### src/rtl/mrss_pkg.sv
`timescale 1ns / 1ps

package mrss_pkg;

	localparam int FIFO_DEPTH = 64;
	localparam int PTR_W      = $clog2(FIFO_DEPTH);

	// item operations
	localparam logic [2:0] OP_MSG      = 3'd0;
	localparam logic [2:0] OP_SX_BEGIN = 3'd1;
	localparam logic [2:0] OP_SX_DATA  = 3'd2;
	localparam logic [2:0] OP_SX_END   = 3'd3;
	localparam logic [2:0] OP_READ     = 3'd4;
	localparam logic [2:0] OP_PEEK     = 3'd5;

	// configuration register indexes
	localparam logic CFG_MANUF_ID   = 1'b0;
	localparam logic CFG_PRODUCT_ID = 1'b1;

	// status byte codes
	localparam logic [7:0] ST_SYSEX    = 8'hF0;
	localparam logic [7:0] ST_EOX      = 8'hF7;
	localparam logic [7:0] ST_REALTIME = 8'hF8;
	localparam logic [7:0] ST_NONE     = 8'h00;

	localparam logic [6:0] MANUF_ID_RST   = 7'd125;
	localparam logic [6:0] PRODUCT_ID_RST = 7'd0;

	typedef logic [PTR_W-1:0] ptr_t;

endpackage

### src/rtl/mrss_if.sv
`timescale 1ns / 1ps

interface mrss_req_if;
	logic       valid;
	logic       ready;
	logic [2:0] op;
	logic [7:0] status_byte;
	logic [6:0] data_first;
	logic [6:0] data_second;
	logic [1:0] message_length;
	logic [7:0] payload_byte;

	modport source (
		output valid, op, status_byte, data_first, data_second, message_length,
		payload_byte,
		input  ready
	);
	modport sink (
		input  valid, op, status_byte, data_first, data_second, message_length,
		payload_byte,
		output ready
	);
endinterface

interface mrss_rsp_if;
	logic       valid;
	logic       ready;
	logic [7:0] read_byte;
	logic       was_empty;
	logic [2:0] bytes_dropped;
	logic [5:0] fill_level;

	modport source (
		output valid, read_byte, was_empty, bytes_dropped, fill_level,
		input  ready
	);
	modport sink (
		input  valid, read_byte, was_empty, bytes_dropped, fill_level,
		output ready
	);
endinterface

### src/rtl/midi_running_status_serializer_core.sv
`timescale 1ns / 1ps

// MIDI running-status serializer in front of a 64-entry byte ring (63 bytes usable).
// Every transfer on req gives exactly one transfer on rsp. A message or sysex item
// writes one byte per cycle unless stalled (and takes a step even when nothing is
// written), since the byte memory has a single write port; read and peek take a
// step for the registered memory read and a further step to deliver. The next
// item is taken in the cycle the current one finishes, and a result waits in the
// output register while the following item already runs; only the final cycle of
// an item stalls if the previous result has not been taken. Running status is
// decided when the item is taken. The byte memory has no reset and needs no clearing.
module midi_running_status_serializer_core (
	input  logic             clk,
	input  logic             arst_n,
	input  logic             cfg_we,
	input  logic             cfg_index,
	input  logic [6:0]       cfg_data,
	mrss_req_if.sink         req,
	mrss_rsp_if.source       rsp
);

	localparam int PW = mrss_pkg::PTR_W;
	localparam logic [PW-1:0] PTR_LAST = PW'(mrss_pkg::FIFO_DEPTH - 1);
	localparam logic [PW:0]   DEPTH_X  = (PW+1)'(mrss_pkg::FIFO_DEPTH);

	// control
	logic             busy_q;
	logic [1:0]       idx_q;
	logic [1:0]       last_idx_q;
	logic [2:0]       nbytes_q;
	logic             is_rd_q;
	logic             is_pop_q;
	logic [2:0]       drop_q;
	mrss_pkg::ptr_t   wp_q;
	mrss_pkg::ptr_t   rp_q;
	logic [7:0]       last_status_q;
	logic [6:0]       manuf_q;
	logic [6:0]       prod_q;
	logic             out_valid_q;

	// payload
	logic [7:0]       bytes_q [4];
	logic [7:0]       read_byte_q;
	logic             was_empty_q;
	logic [2:0]       dropped_q;
	logic [5:0]       fill_q;

	logic             out_free, last_step, step_en, finish, accept;
	logic             wr_this, full, push, drop_now, fifo_empty, pop;
	mrss_pkg::ptr_t   wp_inc, rp_inc, wp_nxt, rp_nxt;
	logic [PW:0]      fill_w;
	logic [7:0]       ram_rdata;

	// item decode at the input
	logic             emit;
	logic [7:0]       rs_nxt;
	logic [7:0]       dec_bytes [4];
	logic [2:0]       dec_n;
	logic [1:0]       dec_last;
	logic             dec_rd, dec_pop;

	always_comb begin
		emit         = 1'b0;
		rs_nxt       = last_status_q;
		dec_bytes[0] = {1'b0, req.data_first};
		dec_bytes[1] = {1'b0, req.data_second};
		dec_bytes[2] = {1'b0, req.data_second};
		dec_bytes[3] = req.payload_byte;
		dec_n        = 3'd0;
		dec_rd       = 1'b0;
		dec_pop      = 1'b0;
		unique case (req.op)
			mrss_pkg::OP_MSG: begin
				if (req.status_byte >= mrss_pkg::ST_REALTIME) begin
					emit = 1'b1;
				end else if (req.status_byte >= mrss_pkg::ST_SYSEX) begin
					emit   = 1'b1;
					rs_nxt = mrss_pkg::ST_NONE;
				end else if (req.status_byte != last_status_q) begin
					emit   = 1'b1;
					rs_nxt = req.status_byte;
				end
				// drop the status slot when running status applies
				if (emit) begin
					dec_bytes[0] = req.status_byte;
					dec_bytes[1] = {1'b0, req.data_first};
				end
				dec_n = {2'b00, emit} + ((req.message_length > 2'd1) ? 3'd1 : 3'd0)
					+ ((req.message_length > 2'd2) ? 3'd1 : 3'd0);
			end
			mrss_pkg::OP_SX_BEGIN: begin
				dec_bytes[0] = mrss_pkg::ST_SYSEX;
				dec_bytes[1] = {1'b0, manuf_q};
				dec_bytes[2] = {1'b0, prod_q};
				dec_bytes[3] = req.payload_byte;
				dec_n        = 3'd4;
			end
			mrss_pkg::OP_SX_DATA: begin
				dec_bytes[0] = req.payload_byte;
				dec_n        = 3'd1;
			end
			mrss_pkg::OP_SX_END: begin
				dec_bytes[0] = mrss_pkg::ST_EOX;
				dec_n        = 3'd1;
				rs_nxt       = mrss_pkg::ST_NONE;
			end
			mrss_pkg::OP_READ: begin
				dec_rd  = 1'b1;
				dec_pop = 1'b1;
			end
			mrss_pkg::OP_PEEK: begin
				dec_rd = 1'b1;
			end
			default: begin
			end
		endcase
		if (dec_rd) begin
			dec_last = 2'd1;
		end else if (dec_n == 3'd0) begin
			dec_last = 2'd0;
		end else begin
			dec_last = 2'(dec_n - 3'd1);
		end
	end

	// sequencer
	assign out_free  = !out_valid_q || rsp.ready;
	assign last_step = busy_q && (idx_q == last_idx_q);
	assign step_en   = busy_q && (!last_step || out_free);
	assign finish    = step_en && last_step;
	assign req.ready = !busy_q || finish;
	assign accept    = req.valid && req.ready;

	assign wp_inc   = (wp_q == PTR_LAST) ? '0 : wp_q + 1'b1;
	assign rp_inc   = (rp_q == PTR_LAST) ? '0 : rp_q + 1'b1;
	assign wr_this  = step_en && ({1'b0, idx_q} < nbytes_q);
	assign full     = (wp_inc == rp_q);
	assign push     = wr_this && !full;
	assign drop_now = wr_this && full;
	assign wp_nxt   = push ? wp_inc : wp_q;

	assign fifo_empty = (rp_q == wp_q);
	assign pop        = finish && is_pop_q && !fifo_empty;
	assign rp_nxt     = pop ? rp_inc : rp_q;

	assign fill_w = {1'b0, wp_nxt} - {1'b0, rp_nxt} + ((wp_nxt < rp_nxt) ? DEPTH_X : '0);

	// read port follows the read pointer; the registered read data sees the last
	// write of the previous item by the time a read or peek delivers
	mrss_ram #(
		.WIDTH(8),
		.DEPTH(mrss_pkg::FIFO_DEPTH)
	) u_ram (
		.clk  (clk),
		.we   (push),
		.waddr(wp_q),
		.wdata(bytes_q[idx_q]),
		.raddr(rp_q),
		.rdata(ram_rdata)
	);

	always_ff @(posedge clk or negedge arst_n) begin
		if (!arst_n) begin
			busy_q        <= 1'b0;
			idx_q         <= '0;
			last_idx_q    <= '0;
			nbytes_q      <= '0;
			is_rd_q       <= 1'b0;
			is_pop_q      <= 1'b0;
			drop_q        <= '0;
			wp_q          <= '0;
			rp_q          <= '0;
			last_status_q <= mrss_pkg::ST_NONE;
			manuf_q       <= mrss_pkg::MANUF_ID_RST;
			prod_q        <= mrss_pkg::PRODUCT_ID_RST;
			out_valid_q   <= 1'b0;
		end else begin
			if (cfg_we) begin
				unique case (cfg_index)
					mrss_pkg::CFG_MANUF_ID:   manuf_q <= cfg_data;
					mrss_pkg::CFG_PRODUCT_ID: prod_q  <= cfg_data;
					default: begin
					end
				endcase
			end
			wp_q <= wp_nxt;
			rp_q <= rp_nxt;
			if (accept) begin
				busy_q        <= 1'b1;
				idx_q         <= '0;
				last_idx_q    <= dec_last;
				nbytes_q      <= dec_n;
				is_rd_q       <= dec_rd;
				is_pop_q      <= dec_pop;
				drop_q        <= '0;
				last_status_q <= rs_nxt;
			end else begin
				if (step_en) begin
					idx_q  <= idx_q + 2'd1;
					drop_q <= drop_q + {2'b00, drop_now};
				end
				if (finish) begin
					busy_q <= 1'b0;
				end
			end
			if (finish) begin
				out_valid_q <= 1'b1;
			end else if (rsp.ready) begin
				out_valid_q <= 1'b0;
			end
		end
	end

	always_ff @(posedge clk) begin
		if (accept) begin
			bytes_q <= dec_bytes;
		end
		if (finish) begin
			read_byte_q <= (is_rd_q && !fifo_empty) ? ram_rdata : 8'd0;
			was_empty_q <= is_rd_q && fifo_empty;
			dropped_q   <= drop_q + {2'b00, drop_now};
			fill_q      <= 6'(fill_w);
		end
	end

	assign rsp.valid         = out_valid_q;
	assign rsp.read_byte     = read_byte_q;
	assign rsp.was_empty     = was_empty_q;
	assign rsp.bytes_dropped = dropped_q;
	assign rsp.fill_level    = fill_q;

endmodule

### src/rtl/mrss_ram.sv
`timescale 1ns / 1ps

module mrss_ram #(
	parameter int WIDTH = 8,
	parameter int DEPTH = 64
) (
	input  logic                     clk,
	input  logic                     we,
	input  logic [$clog2(DEPTH)-1:0] waddr,
	input  logic [WIDTH-1:0]         wdata,
	input  logic [$clog2(DEPTH)-1:0] raddr,
	output logic [WIDTH-1:0]         rdata
);

	logic [WIDTH-1:0] mem [DEPTH];

	always_ff @(posedge clk) begin
		if (we) begin
			mem[waddr] <= wdata;
		end
		rdata <= mem[raddr];
	end

endmodule

### src/flat_wrapper.sv
// flat-port wrapper written by rule: the top's interface ports become plain ports
module midi_running_status_serializer_core_flat 
  (clk, arst_n, cfg_we, cfg_index, cfg_data, req_valid, req_op, req_status_byte, req_data_first, req_data_second, req_message_length, req_payload_byte, req_ready, rsp_valid, rsp_read_byte, rsp_was_empty, rsp_bytes_dropped, rsp_fill_level, rsp_ready);
  mrss_req_if req_i ();
  mrss_rsp_if rsp_i ();
  input  logic clk;
  input  logic arst_n;
  input  logic cfg_we;
  input  logic cfg_index;
  input  logic [6:0] cfg_data;
  input wire logic [$bits(req_i.valid)-1:0] req_valid;
  input wire logic [$bits(req_i.op)-1:0] req_op;
  input wire logic [$bits(req_i.status_byte)-1:0] req_status_byte;
  input wire logic [$bits(req_i.data_first)-1:0] req_data_first;
  input wire logic [$bits(req_i.data_second)-1:0] req_data_second;
  input wire logic [$bits(req_i.message_length)-1:0] req_message_length;
  input wire logic [$bits(req_i.payload_byte)-1:0] req_payload_byte;
  output wire logic [$bits(req_i.ready)-1:0] req_ready;
  output wire logic [$bits(rsp_i.valid)-1:0] rsp_valid;
  output wire logic [$bits(rsp_i.read_byte)-1:0] rsp_read_byte;
  output wire logic [$bits(rsp_i.was_empty)-1:0] rsp_was_empty;
  output wire logic [$bits(rsp_i.bytes_dropped)-1:0] rsp_bytes_dropped;
  output wire logic [$bits(rsp_i.fill_level)-1:0] rsp_fill_level;
  input wire logic [$bits(rsp_i.ready)-1:0] rsp_ready;
  assign req_i.valid = req_valid;
  assign req_i.op = req_op;
  assign req_i.status_byte = req_status_byte;
  assign req_i.data_first = req_data_first;
  assign req_i.data_second = req_data_second;
  assign req_i.message_length = req_message_length;
  assign req_i.payload_byte = req_payload_byte;
  assign req_ready = req_i.ready;
  assign rsp_valid = rsp_i.valid;
  assign rsp_read_byte = rsp_i.read_byte;
  assign rsp_was_empty = rsp_i.was_empty;
  assign rsp_bytes_dropped = rsp_i.bytes_dropped;
  assign rsp_fill_level = rsp_i.fill_level;
  assign rsp_i.ready = rsp_ready;
  midi_running_status_serializer_core u_core (.clk(clk), .arst_n(arst_n), .cfg_we(cfg_we), .cfg_index(cfg_index), .cfg_data(cfg_data), .req(req_i), .rsp(rsp_i));
endmodule
### config.mk
export PLATFORM = sky130hd
export DESIGN_NAME = midi_running_status_serializer_core_flat
export DESIGN_NICKNAME = d
export VERILOG_FILES = /design/src/rtl/mrss_pkg.sv /design/src/rtl/mrss_if.sv /design/src/rtl/midi_running_status_serializer_core.sv /design/src/rtl/mrss_ram.sv /design/src/flat_wrapper.sv
export SDC_FILE = /design/constraint.sdc
export NUM_CORES = 1
export LEC_CHECK = 0
export ABC_AREA = 1
export ABC_CLOCK_PERIOD_IN_PS = 4700
export BUFFER_PORTS_ARGS = -buffer_cell sky130_fd_sc_hd__buf_2
export CORE_UTILIZATION = 57
export DETAILED_ROUTE_END_ITERATION = 7
export GPL_ROUTABILITY_DRIVEN = 0
export GPL_TIMING_DRIVEN = 0
export PLACE_DENSITY = 0.74
export SETUP_SLACK_MARGIN = 0.15
export SLEW_MARGIN = 20
export SYNTH_ARGS = -nofsm -noshare
export SYNTH_HDL_FRONTEND = slang
export SYNTH_HIERARCHICAL = 1
export SYNTH_SLANG_ARGS = --single-unit
### constraint.sdc
create_clock -name clk -period 4.7 [get_ports clk]
set_clock_uncertainty 0.15 [all_clocks]
set_input_delay 0.235 -clock clk [delete_from_list [all_inputs] [get_ports clk]]
set_output_delay 0.235 -clock clk [all_outputs]
set_load 0.01 [all_outputs]
# == After elaboration in Yosys (flattened, before gate mapping) ==
# Memory sizes are Yosys's and may differ from the RTL's. A register that Yosys moved wholly into a read port is not among the register bits.
# Index checks and enable logic that the tools add are counted.
# totals
register_bits,98
ram_bits,512
in_bits,48
output_inout_bits,20
n_memories,1
# classes
addsub,9
magnitude_cmp,6
n_eq_ne,13
n_mux,36
bitwise_logic,2
reduce_logical,30
# mem_list
memory,depth,width,read_ports,rd_clocked_by_memory_dff,wr,line_no,text
u_core.u_ram.mem,64,8,1,1,1,mrss_ram.sv:15,logic [WIDTH-1:0] mem [DEPTH];
# op_table
operator,count
$mux 8,5
$pmux 8 s2,2
$pmux 8 s4,1
$mux 6,4
$bmux 8 s2,1
$ge 8x8->1 const B,2
$mux 16,1
$mux 15,1
$mux 1,14
$add 6x1->6 const B,2
$eq 6x6->1,2
$eq 6x6->1 const B,2
$logic_and 1x1->1,11
$pmux 3 s3,1
$mux 2,4
$ne 8x8->1,1
$reduce_bool 2->1,4
$add 6x6->6 const B,1
$eq 3x2->1 const B,2
$eq 3x3->1 const B,2
$logic_not 3->1,2
$mux 3,2
$sub 6x6->6,1
$logic_not 1->1,5
19 further kinds,23

# == Logic depth before layout (Yosys ltp) ==
# Gate-level depths: netlist of the first run.
# depth
word_depth,11
ltp_mapped,26
ltp_nobuf,26

# == Modules after synthesis ==
# Netlist of the first run, hierarchy kept.
# modules_own_cells
module,instances,cells_per_inst,area_per_inst_um2
mrss_ram,1,1805,21339.2
midi_running_status_serializer_core,1,592,5038.6

# == Worst setup path before layout of the first run ==
# No wires, ideal clock.
# synth_path
kind,flip-flop to flip-flop
start,register u_core.wp_q[0]
end,"memory u_core.u_ram.mem[48][0], enable pin"
arrival_time_ns,2.907
setup_slack_ns,1.248
path_stages_with_launch,16
period_less_slack_ns,3.452
cell_sequence,dfrtp_1 > ha_1 > nand2_1 > inv_1 > nand2_1 > nand2_1 > nand2_1 > nand2_1 > nand2_1 > nand2_1 > nand3_1 > nand2_1 > inv_2 > clkbuf_1 > nand4_1 > nor4_1
# synth_via
elab_chain_len,7
elab_cells_between_ends,8
cone_classes,add/sub (1); eq/ne (2); mux (3); reduce/logical (2)
# synth_lines
element,line_no,text
start: declaration,midi_running_status_serializer_core.sv:34,mrss_pkg::ptr_t wp_q;
start signal: assignment,midi_running_status_serializer_core.sv:186,wp_q <= wp_nxt;
$add 6x1->6 or $eq 6x6->1 (tied branches),midi_running_status_serializer_core.sv:134,assign wp_inc = (wp_q == PTR_LAST) ? '0 : wp_q + 1'b1;
$mux 6 *,midi_running_status_serializer_core.sv:134,
$eq 6x6->1 *,midi_running_status_serializer_core.sv:137,assign full = (wp_inc == rp_q);
$logic_not 1->1 *,midi_running_status_serializer_core.sv:138,assign push = wr_this && !full;
$logic_and 1x1->1 *,midi_running_status_serializer_core.sv:138,
named net u_core.push,midi_running_status_serializer_core.sv:49,"logic wr_this, full, push, drop_now, fifo_empty, pop;"
$mux 1 *,mrss_ram.sv:18,if (we) begin
$mux 1 (not written as such) *,mrss_ram.sv:19,mem[waddr] <= wdata;
end: declaration,mrss_ram.sv:15,
# The timed path passes the listed nets; every way through them passes the cells marked *.

# == Final worst setup path of the first run ==
# layout_path
start,register u_core.wp_q[0]
end,"memory u_core.u_ram.mem[31][3], enable pin"
# The elaborated chain is that of the path after synthesis.

==> impl_metrics.tcl, run 1 <==
set metrics [dict create \
    async_flop_share_pct 7.792 \
    synth_top_area_share_pct 63.75 \
    cp_slowest_cell "nor2_1" \
    hold_class "in -> async" \
    die_h_um 217.1 \
    critPathMostFrequentCell "nand2_1" \
    synth.net_count 2457 \
    cp_max_fo 9 \
    fillerInstances 3218 \
    nNetsFinal 2663 \
    portBuffers 66 \
    period_share_pct 95.88 \
    arrival_ns 4.60 \
    rows 78 \
    status "complete, but fails checks" \
    final-setup-viol-count 0 \
    post-route-min-period_ns 4.507 \
    p_int_uw 13200 \
    dieArea_um2 47140 \
    areaGrowthSynthToFinish_pct 15.89 \
    viasPerCell 6.096 \
    tns_ns 0 \
    r2r_slack_ns 0.19 \
    p_leak_uw 0.01171 \
    netSwitchingPower_uw 8871 \
    synth_warnings 6 \
    synth_edf_count 560 \
    cp_num_cells 15 \
    synthFlopType "edfxtp_1" \
    drive_gt1_share_pct 11.68 \
    wl_per_cell_um 22.94 \
    yosysTopAreaCell "edfxtp_1" \
    grt_max_degree 65 \
    clock_latency_ns 0.64 \
    p_per_area_nw_per_um2 721.9 \
    diodes 0 \
    critPathTopFamily "simple AND/OR/NAND/NOR gates" \
    avgSynthCellArea_um2 11.00 \
    final_hold_viol_count 0 \
    synth_area_um2 26380 \
    die-width_um 217.1 \
    drv_slew 0 \
    peakVddDrop_mv 0.4127 \
    drtIter0Drc 2848 \
    end_kind "flop" \
    max_freq_mhz 221.9 \
    coreArea_um2 45480 \
    vias 19830 \
    critical_path_required_ns 4.80 \
    total_power_uw 22070 \
    tightest_slew_ns 0.9718 \
    synthCells 2397 \
    root_buffer "clkbuf_16" \
    postCtsSetupRepairBufs 0 \
    slew_headroom_pct 34.97 \
    start_util_pct 58.00 \
    maxCapViolCount 0 \
    clk_pin_slew_worst_paths_ns 0.06 \
    grt.overflow.total 0 \
    grt_usage_pct 31.99 \
    cts_made_buffers 61 \
    rsz0062_at_grt "yes" \
    yosysSeqAreaShare_pct 68.94 \
    cts_tree "built" \
    path_buf_inv 3 \
    ant_nets 0 \
    grt_pass1_wl_um 111700 \
    drc 19 \
    antenna_found_initial 0 \
    htreeDepth 2 \
    clockBufferDepth 3 \
    grt_pass1_vias 19060 \
    wl_um 74630 \
    clock_sinks 616 \
    pwr-share-seq_pct 36.2 \
    synth-seq-cells 616 \
    sw_frac_of_total_pct 40.20 \
    violations "design-rule violations" \
    path_cells "ha_1, nand2_1, inv_1, nand2_1, nand2_1, nand2_1, nand2_1, nand2_1, nand2_1, nand3_1, nand2_1, inv_2, clkbuf_1, nand4_1, nor2_1" \
    yosys-top-cells-area "edfxtp_1 (64%), nand2_1 (11%), nand3_1 (9.0%), dfrtp_1 (4.0%), nor2_1 (1.8%)" \
    critical_path_class "reg -> reg" \
    ios 68 \
    rr_worst_depth 15 \
    start_kind "flop" \
    ys_types 39 \
    hpwlAfterDp_um 51010 \
    clockPowerShare_pct 21.2 \
    dr.pass1.iters 8 \
    cpPeakStageDelay_ns 0.98 \
    power_frac_comb_pct 42.6 \
]
[layout make-up]
cell class	count	area, µm²	share of cell area, %
tap	600	750.7	2.456
timing repair buffer	143	1366	4.470
inverter	98	372.9	1.220
buffer	129	885.9	2.898
multi-input combinational	1554	7103	23.24
clock inverter	26	250.2	0.8186
clock buffer	87	1654	5.411
sequential	616	18180	59.49
[power groups by stage]
stage               Clock [µW]  Sequential (µW)  Combinational (µW)
global placement             0             8050                7570
floorplan                    0             8160                4950
global route              4910             8020                9900
detailed placement           0             8080                9020
CTS                       4720             7970                9130
finish                    4680             7980                9410
[cell families (layout without fill, tap and decap cells)]
group / count (synthesis) / in the layout / share of synthesized area, %
AND/OR/NAND/NOR: 1406 / 1406 / 22.60
flip-flops: 616 / 616 / 68.94
buffers and inverters: 227 / 483 / 4.772
AO/OA/AOI/OAI: 123 / 123 / 2.633
XOR/XNOR: 13 / 13 / 0.4317
adder cells (fa/ha/maj): 12 / 12 / 0.6261
[stage by stage]
step	utilization [%]	setup slack (ns)	std cells	area (µm²)	hold slack, ns
after floorplan	-	1.248	2397	26380	-0.2106
after global placement	60.38	-1.990	3063	27460	0.2965
after detailed placement	61.87	0.4101	3089	28140	0.3013
after CTS	67.18	0.3831	3253	30550	0.07856
after global routing	67.21	0.03261	3253	30570	0.1064
final	67.21	0.1934	3253	30570	0.03143
[worst reg2reg max path, cell delays in order, from the launching register on]
cell	delay [ns]
dfrtp_1	0.45
ha_1	0.29
nand2_1	0.09
inv_1	0.05
nand2_1	0.10
nand2_1	0.07
nand2_1	0.10
nand2_1	0.09
nand2_1	0.08
nand2_1	0.05
nand3_1	0.13
nand2_1	0.21
inv_2	0.15
clkbuf_1	0.32
nand4_1	0.80
nor2_1	0.98
[registers in the layout, indices dropped and copies added, names as in the netlist, 7 cells and up]
| signal | cells |
|---|---|
| u_core/prod_q | 7 |
| u_core/bytes_q | 30 |
| u_core/u_ram/rdata | 8 |
| u_core/last_status_q | 8 |
| u_core/manuf_q | 7 |
| u_core/u_ram/mem | 512 |
| u_core/rsp.read_byte | 8 |
[timing repair]
item                       in CTS  in global routing
resized for setup               0                  6
hold buffers                   51                  0
hold endpoints to repair      103                  0
setup endpoints to repair       0                 80
[worst paths after layout]
kind	from	endpoint
worst max-delay path	u_core/wp_q[0]	u_core/u_ram/mem[31][3]
worst min-delay path	arst_n	u_core/wp_q[2]
worst max register to register	u_core/wp_q[0]	u_core/u_ram/mem[31][3]
worst min register to register	u_core/prod_q[3]	u_core/prod_q[3]
max in group asynchronous	arst_n	u_core/prod_q[4]
min in group clk	req_message_length[0]	u_core/nbytes_q[1]
[cell usage after synthesis (8+ instances only)]
master	count
buf_4	16
inv_1	91
nor2_1	129
nor4_1	10
a21oi_1	17
nand3_1	475
o22ai_1	8
clkbuf_1	26
dfxtp_1	8
nand4_1	15
edfxtp_1	560
ha_1	10
buf_1	10
buf_2	39
o21ai_0	75
nand2_1	766
buf_6	36
xor2_1	11
dfrtp_1	42
[routing by layer]
layer	GRT usage, %	wire length, µm
met3	6.737	8478
met5	0	0
met2	51.11	34990
met4	16.69	4133
met1	41.45	27030
[cell usage in the layout, fill, tap and decap left out, types with 22 or more instances in the layout]
cell,synthesis,final
dlygate4sd3_1,0,51
clkbuf_16,0,61
buf_2,39,107
dfrtp_1,42,42
buf_4,16,22
edfxtp_1,560,560
nand2_1,766,765
clkbuf_1,26,49
buf_6,36,36
o21ai_0,75,75
nor2_1,129,123
inv_1,91,91
nand3_1,475,475
(Power assumes the default switching activity.)
==> inputs of run 2 (changes only) <==
Settings changed: ABC_AREA 1 to default.
==> run 2 against run 1 <==
The flow now finishes without violations. Fmax increased by 3.7%. Critical path depth fell by 5. Sequential power decreased by 0.9%. Final cell count down 33%. Core utilization down 1.3 points. Highest routed layer is now met5. Non-clock buffer count shrank 87. Hold slack lost 0.021 ns. Die area shrank 4.9%. Global-route usage down 4.8 points.
==> impl_metrics.tcl, run 2 <==
set metrics [dict create \
    status "complete, no violations" \
    synth_xor_area_share_pct 1.252 \
    busiest_layer "met2" \
    largest_reg_flops 512 \
    grt_usage_pct 27.17 \
    path_cells "ha_1, nand2_1, o21ba_2, xnor2_1, nand3_1, o21ba_1, buf_6, nor2b_1, nand3_1, nor2_1" \
    grt_max_degree 65 \
    synth_top_area_share_pct 67.04 \
    cp-startpoint "u_core/wp_q[0]" \
    synth_edf_count 560 \
    wl_per_cell_um 27.04 \
    hpwlAfterDp_um 37460 \
    dieArea_um2 44850 \
    critical_path_class "reg -> reg" \
    reg_top3 "u_core/u_ram/mem: 512 flops, u_core/bytes_q: 30 flops" \
    clk_pin_slew_worst_paths_ns 0.06 \
    utilization_pct 65.92 \
    coreArea_um2 43270 \
    die_h_um 211.8 \
    vias 13810 \
    synthCells 1358 \
    end_kind "flop" \
    r2r_slack_ns 0.36 \
    cpPeakStageDelay_ns 0.99 \
    grt.overflow.total 0 \
    clockBufferDepth 3 \
    ant_nets 0 \
    r2r-end "u_core/u_ram/mem[38][3]" \
    synth-compound-area-share_pct 3.980 \
    drive_gt1_share_pct 23.83 \
    met1_usage_pct 37.74 \
    rows 76 \
    async_flop_share_pct 7.792 \
    wl_um 58630 \
    hold_ws_ns 0.01055 \
    cts_resized 0 \
    postCtsSetupRepairBufs 0 \
    synth_most_common_cell "edfxtp_1" \
    synthFlopType "edfxtp_1" \
    post-route-min-period_ns 4.345 \
    hold_class "in -> async" \
    clock_sinks 616 \
    arrival_ns 4.44 \
    ios 68 \
    htreeDepth 2 \
    ys_types 70 \
    r2r_start "u_core/wp_q[0]" \
    peakVddDrop_mv 0.5441 \
    final_common_cell "edfxtp_1" \
    critPathMostFrequentCell "nand3_1" \
    viasPerCell 6.369 \
    yosysSeqAreaShare_pct 72.50 \
    grt_pass1_vias 13870 \
    top_register "u_core/u_ram/mem" \
    critical_path_required_ns 4.79 \
    cp_slowest_cell "nor2_1" \
    synth_top_family_by_area "multiplexers" \
    rsz0062_at_grt "no" \
    slew_headroom_pct 32.78 \
    use_met3_pct 5.415 \
    max_freq_mhz 230.2 \
    synthSimpleGateAreaFrac_pct 4.694 \
    final_hold_viol_count 0 \
    start_kind "flop" \
    drtIter0Drc 1475 \
    root_buffer "clkbuf_16" \
    dr.pass1.iters 5 \
    critical_path.endpoint "u_core/u_ram/mem[38][3]" \
    drc 0 \
    cts_made_buffers 58 \
    die-width_um 211.8 \
    nNetsFinal 1593 \
    p_per_area_nw_per_um2 643.1 \
    areaGrowthSynthToFinish_pct 13.71 \
    cts_tree "built" \
    tns_ns 0 \
    yosysTopAreaCell "edfxtp_1" \
    gr-usage-met2_pct 42.84 \
    portBuffers 65 \
    synth_warnings 6 \
    synth-seq-cells 616 \
    antenna_found_initial 3 \
    rr_worst_depth 10 \
    cp_max_fo 13 \
    synth_adder_area_share_pct 0.6584 \
    synthTopCellsByCount "edfxtp_1 (560), mux4_2 (133), nor2_1 (98)" \
    tightest_slew_ns 1.005 \
    synth_area_um2 25080 \
    maxCapViolCount 0 \
    p_leak_uw 0.009374 \
    postCtsHoldBufs 46 \
    final_cell_mix "edfxtp_1 (560), mux4_2 (126), nor2_1 (98), buf_2 (80), nand2_1 (62)" \
    synth_mux_area_share_pct 14.88 \
    start_util_pct 57.98 \
    clock_latency_ns 0.63 \
    drv_slew 0 \
    yosys-top-cells-area "edfxtp_1 (67%), mux4_2 (12%), dfrtp_1 (4.2%), mux2_2 (1.5%), nor2_1 (1.5%)" \
    avgSynthCellArea_um2 18.47 \
    period_share_pct 92.44 \
    synth.net_count 1418 \
    final-setup-viol-count 0 \
    grt_pass1_wl_um 86620 \
]
run 2: cell types whose count changed after synthesis, sizes merged, moves of 35 or more:
cell	previous run	this run
nand2	769	63
nand3	475	20
mux2	0	35
o21ai	78	18
inv	98	23
buf	103	42
mux4	0	133
run 2: where the power goes:
part | switching, µW | internal [µW] | total (µW)
clock network | 1970 | 2560 | 4530
logic | 3790 | 2110 | 5900
registers | 241 | 7670 | 7910
run 2: how the worst min path moves through the flow:
stage,from,to,slack (ns),cells after the start
floorplan,arst_n,u_core/busy_q,-0.21,0
global placement,req_payload_byte[4],u_core/bytes_q[4],0.28,1
detailed placement,arst_n,u_core/wp_q[2],0.14,1
CTS,arst_n,u_core/drop_q[2],0.02,2
global route,arst_n,u_core/wp_q[2],0.07,2
finish,arst_n,u_core/wp_q[2],0.01,2
run 2: metrics by stage:
step                cell area [µm²]  cells  total power [µW]  worst slack (ns)
floorplan                     25080   1358             11690             1.007
global placement              26140   2008             13650            0.2205
detailed placement            26220   2012             13870            0.5821
CTS                           28500   2167             18400            0.5432
global route                  28520   2167             19000            0.2447
finish                        28520   2168             18340            0.3554
run 2: routing by layer:
metal	wire, µm	vias to the layer above
met3	5898	142
met5	15	-
li1	-	5793
met2	27960	808
met4	2268	2
met1	22490	7063
run 2: kinds of logic (layout without fill, tap and decap cells):
kind of cell / count (synthesis) / after routing
flip-flops: 616 / 616
adder cells (fa/ha/maj): 12 / 12
buffers and inverters: 95 / 319
other: 0 / 1
XOR/XNOR: 35 / 35
AND/OR/NAND/NOR: 253 / 253
multiplexers: 202 / 202
AO/OA/AOI/OAI: 145 / 145
run 2: area by class of cell:
class / count / area, µm²
Antenna cell: 1 / 2.502
Buffer: 70 / 416.7
Clock buffer: 79 / 1572
Clock inverter: 30 / 256.5
Fill cell: 2819 / 14740
Inverter: 25 / 95.09
Multi-Input combinational cell: 647 / 6419
Sequential cell: 616 / 18180
Tap cell: 585 / 732.0
Timing Repair Buffer: 115 / 844.6
run 2: worst max-delay path, delay by kind of cell, from the launching register on:
kind | cells | cell delay, ns
xor gates and xnor gates | 1 | 0.12
DFF | 1 | 0.63
AOI/OAI and AO/OA | 2 | 0.44
and+or+nand+nor | 5 | 2.12
adders and majority gates | 1 | 0.33
buffers and inverters | 1 | 0.17
